**config.mk**
```make
export PLATFORM = sky130hd
export DESIGN_NAME = wildcard_byte_signature_scanner
export DESIGN_NICKNAME = d
export VERILOG_FILES = /design/src/design/wbs_pkg.sv /design/src/design/wildcard_byte_signature_scanner.sv /design/src/design/wbs_cfg_regs.sv /design/src/design/wbs_window.sv /design/src/design/wbs_match.sv
export SDC_FILE = /design/constraint.sdc
export NUM_CORES = 1
export LEC_CHECK = 0
export BUFFER_PORTS_ARGS = -buffer_cell sky130_fd_sc_hd__buf_4
export CORE_MARGIN = 2
export CORE_UTILIZATION = 57
export CTS_BUF_LIST = sky130_fd_sc_hd__clkbuf_16
export DETAILED_ROUTE_END_ITERATION = 10
export GPL_ROUTABILITY_DRIVEN = 1
export PLACE_DENSITY_LB_ADDON = 0.15
export SYNTH_ARGS = -nofsm -noshare
export SYNTH_HDL_FRONTEND = slang
export SYNTH_SLANG_ARGS = --single-unit
```
**constraint.sdc**
```tcl
create_clock -name i_clk -period 11.6 [get_ports i_clk]
set_input_delay 1.74 -clock i_clk [delete_from_list [all_inputs] [get_ports i_clk]]
set_output_delay 1.74 -clock i_clk [all_outputs]
set_load 0.03 [all_outputs]
```
**src/design/wbs_pkg.sv**
```systemverilog
// ----------------------------------------------------------------------------
// Wildcard byte signature scanner package
// Shared types and constants for the scanner, its register block and stages.
// ----------------------------------------------------------------------------
`default_nettype none

package wbs_pkg;

    // Signature bytes held in the configuration registers.
    localparam int SIG_BYTES = 16;

    localparam logic [7:0] BYTE_RET = 8'hC3;
    localparam logic [7:0] BYTE_PAD = 8'hCC;

    localparam int APB_ADDR_W = 6;
    localparam int APB_DATA_W = 64;

    typedef enum logic [2:0] {
        REG_PATTERN_LOW  = 3'd0,
        REG_PATTERN_HIGH = 3'd1,
        REG_CARE_MASK    = 3'd2,
        REG_PATTERN_LEN  = 3'd3,
        REG_RESULT_OFS   = 3'd4,
        REG_SCAN_START   = 3'd5
    } t_reg_idx;

    // Byte i of the signature sits in pattern[8*i +: 8].
    typedef struct packed {
        logic [8*SIG_BYTES-1:0] pattern;
        logic [SIG_BYTES-1:0]   care_mask;
        logic [4:0]             pattern_length;
        logic signed [31:0]     result_offset;
        logic [31:0]            scan_start;
    } t_cfg;

    // Control of the item held in the window stage.
    typedef struct packed {
        logic        vld;
        logic        last;
        logic [31:0] pos;
    } t_s1_ctl;

endpackage

`default_nettype wire

```
**src/design/wildcard_byte_signature_scanner.sv**
```systemverilog
// ----------------------------------------------------------------------------
// Wildcard byte signature scanner
// Streams a memory image one byte per transaction, guesses function starts
// and reports the preferred match of a masked signature at the final byte.
// ----------------------------------------------------------------------------
// Throughput: one byte per cycle; input stalls only while a finished result
//   waits in the result register and the next final byte wants to follow it.
// Result path: a final byte passes the window register, then the compare and
//   result register, before the result appears at the outputs.
// Reset: synchronous, active low; clears stream state and loads register
//   defaults (care mask 1, pattern length 1, all others 0).
`default_nettype none

module wildcard_byte_signature_scanner
    import wbs_pkg::*;
#(
    parameter int MAX_PATTERN_BYTES = 16
) (
    input  wire logic                  i_clk,
    input  wire logic                  i_rst_n,
    input  wire logic                  psel,
    input  wire logic                  penable,
    input  wire logic                  pwrite,
    input  wire logic [APB_ADDR_W-1:0] paddr,
    input  wire logic [APB_DATA_W-1:0] pwdata,
    output logic      [APB_DATA_W-1:0] prdata,
    output logic                       pready,
    input  wire logic                  i_in_valid,
    output logic                       o_in_stall,
    input  wire logic [7:0]            i_data_byte,
    input  wire logic                  i_in_code_section,
    input  wire logic                  i_last_byte,
    output logic                       o_out_valid,
    input  wire logic                  i_out_stall,
    output logic                       o_found,
    output logic signed [33:0]         o_match_address,
    output logic                       o_at_function_start
);

    t_cfg                           cfg;
    t_s1_ctl                        s1;
    logic [8*MAX_PATTERN_BYTES-1:0] win;
    logic [MAX_PATTERN_BYTES-1:0]   mark;
    logic                           accept;
    logic                           advance;

    // A non-final byte always moves on; a final byte needs the result register.
    assign advance    = s1.vld && (!s1.last || !o_out_valid || !i_out_stall);
    assign o_in_stall = s1.vld && !advance;
    assign accept     = i_in_valid && !o_in_stall;

    wbs_cfg_regs u_cfg (
        .i_clk   (i_clk),
        .i_rst_n (i_rst_n),
        .psel    (psel),
        .penable (penable),
        .pwrite  (pwrite),
        .paddr   (paddr),
        .pwdata  (pwdata),
        .prdata  (prdata),
        .pready  (pready),
        .o_cfg   (cfg)
    );

    wbs_window #(
        .MAX_PATTERN_BYTES (MAX_PATTERN_BYTES)
    ) u_window (
        .i_clk             (i_clk),
        .i_rst_n           (i_rst_n),
        .i_accept          (accept),
        .i_advance         (advance),
        .i_data_byte       (i_data_byte),
        .i_in_code_section (i_in_code_section),
        .i_last_byte       (i_last_byte),
        .o_win             (win),
        .o_mark            (mark),
        .o_s1              (s1)
    );

    wbs_match #(
        .MAX_PATTERN_BYTES (MAX_PATTERN_BYTES)
    ) u_match (
        .i_clk               (i_clk),
        .i_rst_n             (i_rst_n),
        .i_cfg               (cfg),
        .i_win               (win),
        .i_mark              (mark),
        .i_s1                (s1),
        .i_advance           (advance),
        .i_out_stall         (i_out_stall),
        .o_out_valid         (o_out_valid),
        .o_found             (o_found),
        .o_match_address     (o_match_address),
        .o_at_function_start (o_at_function_start)
    );

endmodule

`default_nettype wire

```
**src/design/wbs_cfg_regs.sv**
```systemverilog
// ----------------------------------------------------------------------------
// Scanner configuration registers
// APB-style register file holding the signature, care mask and scan controls.
// ----------------------------------------------------------------------------
`default_nettype none

module wbs_cfg_regs
    import wbs_pkg::*;
(
    input  wire logic                  i_clk,
    input  wire logic                  i_rst_n,
    input  wire logic                  psel,
    input  wire logic                  penable,
    input  wire logic                  pwrite,
    input  wire logic [APB_ADDR_W-1:0] paddr,
    input  wire logic [APB_DATA_W-1:0] pwdata,
    output logic      [APB_DATA_W-1:0] prdata,
    output logic                       pready,
    output t_cfg                       o_cfg
);

    t_cfg     r_cfg;
    t_reg_idx reg_idx;
    logic     wr_en;

    assign reg_idx = t_reg_idx'(paddr[APB_ADDR_W-1:3]);
    assign wr_en   = psel && penable && pwrite;
    assign pready  = 1'b1;
    assign o_cfg   = r_cfg;

    always_ff @(posedge i_clk) begin
        if (!i_rst_n) begin
            r_cfg.pattern        <= '0;
            r_cfg.care_mask      <= SIG_BYTES'(1);
            r_cfg.pattern_length <= 5'd1;
            r_cfg.result_offset  <= '0;
            r_cfg.scan_start     <= '0;
        end else if (wr_en) begin
            unique case (reg_idx)
                REG_PATTERN_LOW:  r_cfg.pattern[63:0]    <= pwdata;
                REG_PATTERN_HIGH: r_cfg.pattern[127:64]  <= pwdata;
                REG_CARE_MASK:    r_cfg.care_mask        <= pwdata[SIG_BYTES-1:0];
                REG_PATTERN_LEN:  r_cfg.pattern_length   <= pwdata[4:0];
                REG_RESULT_OFS:   r_cfg.result_offset    <= pwdata[31:0];
                REG_SCAN_START:   r_cfg.scan_start       <= pwdata[31:0];
                default: ;
            endcase
        end
    end

    always_comb begin
        prdata = '0;
        unique case (reg_idx)
            REG_PATTERN_LOW:  prdata = r_cfg.pattern[63:0];
            REG_PATTERN_HIGH: prdata = r_cfg.pattern[127:64];
            REG_CARE_MASK:    prdata = APB_DATA_W'(r_cfg.care_mask);
            REG_PATTERN_LEN:  prdata = APB_DATA_W'(r_cfg.pattern_length);
            REG_RESULT_OFS:   prdata = APB_DATA_W'(unsigned'(r_cfg.result_offset));
            REG_SCAN_START:   prdata = APB_DATA_W'(r_cfg.scan_start);
            default:          prdata = '0;
        endcase
    end

endmodule

`default_nettype wire

```
**src/design/wbs_window.sv**
```systemverilog
// ----------------------------------------------------------------------------
// Scanner byte window stage
// Registers each accepted byte into the history window, tracks the guessed
// function state and numbers the bytes of the image.
// ----------------------------------------------------------------------------
`default_nettype none

module wbs_window
    import wbs_pkg::*;
#(
    parameter int MAX_PATTERN_BYTES = 16
) (
    input  wire logic                           i_clk,
    input  wire logic                           i_rst_n,
    input  wire logic                           i_accept,
    input  wire logic                           i_advance,
    input  wire logic [7:0]                     i_data_byte,
    input  wire logic                           i_in_code_section,
    input  wire logic                           i_last_byte,
    output logic      [8*MAX_PATTERN_BYTES-1:0] o_win,
    output logic      [MAX_PATTERN_BYTES-1:0]   o_mark,
    output t_s1_ctl                             o_s1
);

    logic [8*MAX_PATTERN_BYTES-1:0] r_win, n_win;
    logic [MAX_PATTERN_BYTES-1:0]   r_mark, n_mark;
    logic                           r_inside, n_inside;
    t_s1_ctl                        r_s1;
    logic                           fresh;
    logic                           mark;
    logic [31:0]                    n_pos;

    // After the final byte of an image the next byte starts from a clean history.
    assign fresh = r_s1.last;

    always_comb begin
        mark     = 1'b0;
        n_inside = fresh ? 1'b0 : r_inside;
        if (!i_in_code_section) begin
            n_inside = 1'b0;
        end else if (n_inside) begin
            if (i_data_byte == BYTE_RET) begin
                n_inside = 1'b0;
            end
        end else if (i_data_byte != BYTE_PAD) begin
            n_inside = 1'b1;
            mark     = 1'b1;
        end

        n_pos = fresh ? 32'd0 : r_s1.pos + 32'd1;

        n_win[7:0] = i_data_byte;
        n_mark[0]  = mark;
        for (int k = 1; k < MAX_PATTERN_BYTES; k++) begin
            n_win[8*k +: 8] = fresh ? 8'd0 : r_win[8*(k-1) +: 8];
            n_mark[k]       = fresh ? 1'b0 : r_mark[k-1];
        end
    end

    always_ff @(posedge i_clk) begin
        if (!i_rst_n) begin
            r_s1.vld  <= 1'b0;
            r_s1.last <= 1'b1;
            r_s1.pos  <= '0;
            r_inside  <= 1'b0;
            r_mark    <= '0;
        end else begin
            if (i_accept) begin
                r_s1.vld  <= 1'b1;
                r_s1.last <= i_last_byte;
                r_s1.pos  <= n_pos;
                r_inside  <= n_inside;
                r_mark    <= n_mark;
            end else if (i_advance) begin
                r_s1.vld <= 1'b0;
            end
        end
    end

    always_ff @(posedge i_clk) begin
        if (i_accept) begin
            r_win <= n_win;
        end
    end

    assign o_win  = r_win;
    assign o_mark = r_mark;
    assign o_s1   = r_s1;

endmodule

`default_nettype wire

```
**src/design/wbs_match.sv**
```systemverilog
// ----------------------------------------------------------------------------
// Scanner match and result stage
// Compares the window against the masked signature, keeps the earliest
// function-start and scan_start-bounded matches, and registers the final result.
// ----------------------------------------------------------------------------
`default_nettype none

module wbs_match
    import wbs_pkg::*;
#(
    parameter int MAX_PATTERN_BYTES = 16
) (
    input  wire logic                           i_clk,
    input  wire logic                           i_rst_n,
    input  wire t_cfg                           i_cfg,
    input  wire logic [8*MAX_PATTERN_BYTES-1:0] i_win,
    input  wire logic [MAX_PATTERN_BYTES-1:0]   i_mark,
    input  wire t_s1_ctl                        i_s1,
    input  wire logic                           i_advance,
    input  wire logic                           i_out_stall,
    output logic                                o_out_valid,
    output logic                                o_found,
    output logic signed [33:0]                  o_match_address,
    output logic                                o_at_function_start
);

    localparam int LEN_W = $clog2(MAX_PATTERN_BYTES + 1);
    localparam int IDX_W = (MAX_PATTERN_BYTES > 1) ? $clog2(MAX_PATTERN_BYTES) : 1;

    logic [LEN_W-1:0]   len;
    logic [IDX_W-1:0]   lenm1;
    logic [IDX_W-1:0]   j;
    logic               hit;
    logic               elig;
    logic [31:0]        start_pos;
    logic               fn_take, im_take;

    logic               r_fm_vld, n_fm_vld;
    logic [31:0]        r_fm_pos, n_fm_pos;
    logic               r_im_vld, n_im_vld;
    logic [31:0]        r_im_pos, n_im_pos;

    logic               r_out_vld;
    logic               r_found, n_found;
    logic signed [33:0] r_addr, n_addr;
    logic               r_afs, n_afs;

    // Length zero acts as one; lengths past the window depth are clamped.
    always_comb begin
        if (i_cfg.pattern_length == 5'd0) begin
            len = LEN_W'(1);
        end else if (32'(i_cfg.pattern_length) > 32'(MAX_PATTERN_BYTES)) begin
            len = LEN_W'(MAX_PATTERN_BYTES);
        end else begin
            len = LEN_W'(i_cfg.pattern_length);
        end
        lenm1 = IDX_W'(len - LEN_W'(1));
    end

    // Window slot 0 holds the newest byte, so signature byte i lines up with
    // slot len-1-i. Signature bytes past the register width are wildcards.
    always_comb begin
        hit = 1'b1;
        j   = '0;
        for (int i = 0; i < MAX_PATTERN_BYTES; i++) begin
            j = lenm1 - IDX_W'(i);
            if ((LEN_W'(i) < len) && (i < SIG_BYTES) &&
                i_cfg.care_mask[i % SIG_BYTES] &&
                (i_win[8*j +: 8] != i_cfg.pattern[8*(i % SIG_BYTES) +: 8])) begin
                hit = 1'b0;
            end
        end
    end

    assign elig      = i_s1.pos >= 32'(lenm1);
    assign start_pos = i_s1.pos - 32'(lenm1);
    assign fn_take   = elig && hit && i_mark[lenm1] && !r_fm_vld;
    assign im_take   = elig && hit && (start_pos >= i_cfg.scan_start) && !r_im_vld;

    always_comb begin
        n_fm_vld = r_fm_vld || fn_take;
        n_fm_pos = fn_take ? start_pos : r_fm_pos;
        n_im_vld = r_im_vld || im_take;
        n_im_pos = im_take ? start_pos : r_im_pos;

        n_found = 1'b0;
        n_addr  = '0;
        n_afs   = 1'b0;
        if (n_fm_vld) begin
            n_found = 1'b1;
            n_addr  = signed'({2'b00, n_fm_pos});
            n_afs   = 1'b1;
        end else if (n_im_vld) begin
            n_found = 1'b1;
            n_addr  = signed'({2'b00, n_im_pos}) +
                      signed'({{2{i_cfg.result_offset[31]}}, i_cfg.result_offset});
        end
    end

    always_ff @(posedge i_clk) begin
        if (!i_rst_n) begin
            r_fm_vld  <= 1'b0;
            r_fm_pos  <= '0;
            r_im_vld  <= 1'b0;
            r_im_pos  <= '0;
            r_out_vld <= 1'b0;
        end else begin
            if (i_advance) begin
                if (i_s1.last) begin
                    r_fm_vld <= 1'b0;
                    r_fm_pos <= '0;
                    r_im_vld <= 1'b0;
                    r_im_pos <= '0;
                end else begin
                    r_fm_vld <= n_fm_vld;
                    r_fm_pos <= n_fm_pos;
                    r_im_vld <= n_im_vld;
                    r_im_pos <= n_im_pos;
                end
            end
            if (i_advance && i_s1.last) begin
                r_out_vld <= 1'b1;
            end else if (!i_out_stall) begin
                r_out_vld <= 1'b0;
            end
        end
    end

    always_ff @(posedge i_clk) begin
        if (i_advance && i_s1.last) begin
            r_found <= n_found;
            r_addr  <= n_addr;
            r_afs   <= n_afs;
        end
    end

    assign o_out_valid         = r_out_vld;
    assign o_found             = r_found;
    assign o_match_address     = r_addr;
    assign o_at_function_start = r_afs;

    a_afs_implies_found: assert property (@(posedge i_clk) disable iff (!i_rst_n)
        r_out_vld && r_afs |-> r_found)
        else $error("function-start result without a match");

    a_nomatch_zero: assert property (@(posedge i_clk) disable iff (!i_rst_n)
        r_out_vld && !r_found |-> (r_addr == 34'sd0) && !r_afs)
        else $error("empty result carries a nonzero address");

    a_result_from_last: assert property (@(posedge i_clk) disable iff (!i_rst_n)
        $rose(r_out_vld) |-> $past(i_advance && i_s1.last))
        else $error("result appeared without a final byte");

    a_clear_after_last: assert property (@(posedge i_clk) disable iff (!i_rst_n)
        i_advance && i_s1.last |=> !r_fm_vld && !r_im_vld)
        else $error("match state not cleared after final byte");

    a_no_overwrite: assert property (@(posedge i_clk) disable iff (!i_rst_n)
        i_advance && i_s1.last |-> !r_out_vld || !i_out_stall)
        else $error("result register overwritten while stalled");

endmodule

`default_nettype wire

```
# Yosys cells after proc, flatten, opt, wreduce, memory -nomap -nowiden
# Index checks and enable logic that the tools add are counted.
# op_classes
n_eq_ne	24
n_mul	0
bitwise	1
add_sub_neg	19
n_shift	16
mux	58
n_reduce_logical	64
div_mod_pow	0
n_lt_le_gt_ge	20
# op_table
op	count
$shiftx 128x8->8	16
$pmux 64 s6	1
$mux 32	7
$ne 8x8->1	16
$mux 1	47
$logic_and 1x1->1	43
$lt 4x5->1 const A	8
$add 33x32->34	1
$add 32x1->32 const B	1
$ge 32x32->1	1
$ge 32x4->1	1
$sub 32x4->32	1
$sub 4x4->4 const B	8
$lt 3x5->1 const A	4
$sub 4x3->4 const B	4
$reduce_and 2->1	6
$lt 1x5->1 const A	2
$lt 2x5->1 const A	2
$mux 5	2
$eq 8x8->1 const B	1
$ne 8x8->1 const B	1
$sub 4x1->4 const B	2
$sub 4x2->4 const B	2
$logic_not 1->1	7
13 further kinds	18
# word_totals
rom_bits	0
in_bits	87
reg_bits	495
mem_bits_rw	0
n_memories	0
elab_cells	224
latchBits	0
output_inout_bits	103

# Depth between registers and ports, before layout
# depth
depth_word	30
ltp_mapped	53

# By module
# A second synthesis with hierarchy kept.
# hier_totals
cells_unflattened	3396
area_unflattened_um2	33352.0
# by_module_without_submodules
mod	instances	seq_area_each_um2	area_per_inst_um2	cells_per_inst
wbs_match	1	2422.3	17071.4	1931
wbs_cfg_regs	1	4264.1	9347.7	935
wbs_window	1	4864.7	6902.9	526
wildcard_byte_signature_scanner	1	0.0	30.0	4

# Worst setup path before layout
# No wires, ideal clock.
# synth_timing
path_kind	reg-to-reg
start	reg u_cfg.r_cfg, in the netlist u_cfg.o_cfg[68]
end	reg u_match.r_addr[31] (netlist: u_match.o_match_address[31]) (data pin)
synth_period_minus_slack_ns	9.752
path_stages_with_launch	45
setup_ns	0.262
path_buffers	7
slack_ns	1.848
t_arrival_ns	9.490
cell_sequence	dfxtp_1 > buf_4 > nor2b_1 > buf_4 > clkinv_1 > clkbuf_1 > clkbuf_1 > ha_1 > nand2b_1 > a2bb2oi_4 > buf_6 > buf_1 > ha_1 > a21oi_1 > nor3b_1 > nand2b_1 > or4_1 > nand2b_1 > [... 9 more ...] > a21oi_1 > o31ai_1 > nand3b_1 > clkbuf_1 > mux2_2 > ha_1 > or2_2 > a31oi_1 > nor2b_1 > a41o_1 > a21oi_1 > o311ai_0 > o211ai_1 > o21ai_0 > o21ai_0 > nand2b_1 > xnor2_1 > o211ai_2
# synth_via
elab_chain_len	30
elab_cells_between_ends	133
cone_classes	add/sub (18); order compare (19); eq/ne (16); shift (16); mux (24); reduce/logical (40)
# synth_lines
element	line	rtl
start, declared	wbs_cfg_regs.sv:22	t_cfg r_cfg;
$gt 5x5->1	wbs_match.sv:52	end else if (32'(i_cfg.pattern_length) > 32'(MAX_PATTERN_BYTES)) begin
$mux 5	wbs_match.sv:52	
$mux 5 (*)	wbs_match.sv:50	if (i_cfg.pattern_length == 5'd0) begin
$sub 4x1->4	wbs_match.sv:57	lenm1 = IDX_W'(len - LEN_W'(1));
$sub 4x1->4 or $shiftx 128x8->8 (tied branches)	wbs_match.sv:66, wbs_match.sv:69	
$shiftx 128x8->8 or $ne 8x8->1 (tied branches)	wbs_match.sv:69	(i_win[8*j +: 8] != i_cfg.pattern[8*(i % SIG_BYTES) +: 8])) begin
$ne 8x8->1 or $logic_and 1x1->1 (tied branches)	wbs_match.sv:69, wbs_match.sv:68	
$logic_and 1x1->1 or $mux 1 (tied branches)	wbs_match.sv:68, wbs_match.sv:67	
$mux 1 (15 in series)	wbs_match.sv:67	if ((LEN_W'(i) < len) && (i < SIG_BYTES) &&
$logic_and 1x1->1	wbs_match.sv:77, wbs_match.sv:78	
$logic_and 1x1->1 (2 in series)	wbs_match.sv:78	assign im_take = elig && hit && (start_pos >= i_cfg.scan_start) && !r_im_vld;
$mux 32	wbs_match.sv:84	n_im_pos = im_take ? start_pos : r_im_pos;
$add 33x32->34	wbs_match.sv:95	n_addr = signed'({2'b00, n_im_pos}) +
$mux 32	wbs_match.sv:93	end else if (n_im_vld) begin
$mux 32 (*)	wbs_match.sv:89	if (n_fm_vld) begin
via u_match.n_addr[31]	wbs_match.sv:45	logic signed [33:0] r_addr, n_addr;
end signal, assigned	wbs_match.sv:132	r_addr <= n_addr;
end, declared	wbs_match.sv:45	
# Mark *: on every way through the listed nets, which the timed path passes. The rest lies on a longest branch. The select of a mux whose other input is x is not followed.
# A chain may end at the register's enable or synchronous reset.

# Final worst setup path
# layout_timing
start	reg u_cfg.r_cfg, in the netlist u_cfg.o_cfg[68]
end	reg u_match.r_addr[30] (netlist: u_match.o_match_address[30]) (data pin)
# Same word-level chain as after synthesis.

==> summary.md <==
| Metric | Value |
|---|---|
| Synth Flop Type | `dfxtp_1` |
| # DRC | `0` |
| ANT nets after route | `0` |
| Compound-Gate Fraction of Synth Area | `13.3%` |
| Post-DR wirelength/cell | `26.3 um` |
| XOR/XNOR share of the synthesized area | `6.13%` |
| CP Data Arrival Time | `10.91 ns` |
| Cell count after synthesis | `3,418` |
| Largest net degree at the start of global routing | `102` |
| Crit path max-delay cell type | `dfxtp_1` |
| Max-slew headroom | `22.4%` |
| Reg power frac | `44.9%` |
| First-pass GRT wire length | `167,000 um` |
| Antenna violations before repair | `1` |
| Post-CTS sizing | `0` |
| Share of cells above drive strength 1 | `17.1%` |
| Post-CTS Setup Bufs | `0` |
| Area grow syn2layout | `11.3%` |
| GP Congestion | `1.00` |
| Grt total ovfl | `0` |
| Final Hold Fails | `0` |
| Final min period | `10.58 ns` |
| Fin nets | `3,648` |
| Post-synthesis register bit count | `495` |
| Netlist cell types | `79` |
| Reg area | `11,600 um^2` |
| Delay of the slowest critical-path stage | `0.61 ns` |
| Global Route Usage Sum | `37.5%` |
| CTS Buffer Depth | `3` |
| Crit-path max FO | `42` |
| Lkg Pwr | `13.5 nW` |
| Routed WL | `112,000 um` |
| Peak VDD IR | `122 uV` |
| # clock sinks | `495` |
| Critical path data required time | `11.93 ns` |
| Sum Neg Setup Slack | `0 ns` |
| Clk network pwr share | `43.4%` |
| Sequential area share after synthesis | `35.9%` |
| Starting Density | `57.4%` |
| Number of global-route vias before repair | `26,200` |
| Die Wd | `242 um` |
| Startpoint Class | `register` |
| DIE AREA | `58,400 um^2` |
| Status | `finished clean` |
| Count of final setup violators | `0` |
| First-pass detailed-route iteration total | `7` |
| Simple-gate area share of the yosys netlist | `17.2%` |
| Critical path class | `register to register` |
| Number of flops mapped to enable cells by yosys | `164` |
| Via count | `28,000` |
| Avg Inst Size Synth | `9.43 um^2` |
| Kind of end point of the critical path | `register` |
| Post-DR vias/cell | `6.55` |
| Skew final | `0.0387 ns` |
| Most numerous cell in the Yosys netlist | `nand2_1` |
| Part of the power in combinational logic | `11.8%` |
| Hold Crit Class | `register to register` |
| Starting DRC count in detailed routing | `3,259` |
| Fin worst setup slack | `1.02 ns` |
| Antenna cells | `0` |
| H-tree depth | `2` |
| Synthesized area | `32,200 um^2` |
| R2R Setup Slk | `1.02 ns` |
| Dpl hpwl | `83,100 um` |
| Root Driver | `clkbuf_16` |
| Crit path buf inv count | `3` |
| Largest cells by area after synthesis | `dfxtp_1 (21%), edfxtp_1 (15%), mux4_2 (11%), nand2_1 (8.5%), mux2i_1 (6.9%)` |
| Net switching power | `1.12 mW` |
| Combinational family with the most area after synthesis | `multiplexers` |
| Port Buf Inserts | `185` |
| Synthesis warning total | `0` |
| Post-place setup slack | `1.33 ns` |
| IO Pins | `190` |
| Post-synth top area share | `20.6%` |
| Area leader, netlist | `dfxtp_1` |
| Adder-cell share of the synthesized area | `3.45%` |
| Switching part of the total | `26.8%` |
| Multi-input gate area | `19,300 um^2` |
| Worst-Skew Late Latency | `0.65 ns` |
| Actual slew at the worst max-slew pin | `1.16 ns` |
| Tcrit/Tclk final | `91.2%` |
| Clock-pin slew on the worst setup and hold paths | `0.07 ns` |
| Max-cap violations | `0` |
| Post-CTS Hold Buffers | `0` |
| Die H | `242 um` |
| Power per Cell Area | `116 nW/um^2` |
| Asr flop ratio synth | `0%` |
| Family with the most delay on the worst path | `compound AO/OA/AOI/OAI gates` |
| Internal power | `3.05 mW` |
| Fmax | `94.5 MHz` |
| Synth Net Count | `3,591` |
| Mux contribution to synthesized area | `19.8%` |
| Final Max Tran Viols | `0` |
| List of most frequent post-synthesis cells | `nand2_1 (727), dfxtp_1 (331), a21oi_1 (286)` |
| Row cnt | `87` |
| RSZ-0062 raised after global routing | `false` |
| Number of CTS-inserted buffers | `55` |
| Core ar. | `56,200 um^2` |
| Fillers | `4,721` |
| CTS tree | `yes` |
==> state kept, by name, indices dropped and copies added (netlist names) <==
register,count
u_cfg.o_cfg,213
u_match.o_at_function_start,1
u_match.o_found,1
u_match.o_match_address,34
u_match.o_out_valid,1
u_match.r_fm_pos,32
u_match.r_fm_vld,1
u_match.r_im_pos,32
u_match.r_im_vld,1
u_window.fresh,1
u_window.o_mark,16
u_window.o_s1,33
u_window.o_win,128
u_window.r_inside,1
==> through the flow <==
step	power (mW)	std cells	utilization, %	hold slack, ns	cell area, um^2
finish	4.17	4278	63.8	0.462	35800
global route	4.29	4278	63.8	0.477	35800
CTS	4.17	4278	63.8	0.466	35800
detailed placement	2.39	4174	60.5	0.448	34000
global placement	2.38	4174	60.5	0.441	34000
floorplan	2.20	3418	-	0.432	32200
==> logic make-up (layout without fill, tap and decap cells) <==
| logic type | Yosys count | after routing |
|---|---|---|
| and+or+nand+nor | 1221 | 1221 |
| AOI/OAI and AO/OA | 643 | 643 |
| DFF | 495 | 495 |
| muxes | 428 | 428 |
| buffers and inverters | 322 | 426 |
| xor gates and xnor gates | 220 | 220 |
| adders and majority gates | 88 | 88 |
| other | 1 | 1 |
==> final cells by class <==
cell class,instances,share of cell area [%]
inverter,71,0.785
timing repair buffer,251,5.29
clock buffer,56,3.91
sequential,495,32.2
tap,756,2.64
clock inverter,48,1.22
multi-input combinational,2601,53.9
==> layout by cell type (no fill, tap or decap), types with 84 or more instances in the layout <==
master	n
nor2b_1	162
mux4_2	162
mux2i_1	223
nor2_1	103
nand2_1	725
ha_1	84
edfxtp_1	164
dfxtp_1	329
a21oi_1	286
xnor2_1	132
buf_4	250
==> path summary, 6_finish.rpt <==
check                            start                          end  cells after the start
hold reg to reg   u_match.r_im_pos[24]         u_match.r_im_pos[24]                      1
setup reg to reg       u_cfg.o_cfg[68]  u_match.o_match_address[30]                     40
setup / recovery       u_cfg.o_cfg[68]  u_match.o_match_address[30]                     40
hold / removal    u_match.r_im_pos[24]         u_match.r_im_pos[24]                      1
==> metal layers <==
metal / vias to the layer above / GRT usage, % / part of all wire (%)
met5: - / 0 / 0.015
met4: 2 / 19.9 / 6.1
met3: 287 / 6.38 / 9.3
met2: 1517 / 59.4 / 46
met1: 13800 / 49.4 / 38
li1: 12400 / - / -
==> power groups by stage <==
stage / clock [mW] / sequential (mW) / combinational [mW]
floorplan: 0 / 1.90 / 0.299
global placement: 0 / 1.90 / 0.471
detailed placement: 0 / 1.91 / 0.480
CTS: 1.82 / 1.87 / 0.482
global route: 1.90 / 1.88 / 0.517
finish: 1.81 / 1.87 / 0.491
==> worst reg2reg max path: cells and delay by family (launching register included) <==
| kind | cells | cell delay, ns |
|---|---|---|
| adders and majority gates | 6 | 1.75 |
| AOI/OAI and AO/OA | 17 | 3.83 |
| and+or+nand+nor | 12 | 2.86 |
| DFF | 1 | 0.61 |
| buffers and inverters | 3 | 0.61 |
| xor gates and xnor gates | 2 | 0.63 |
Power figures use the tool's default switching activity.
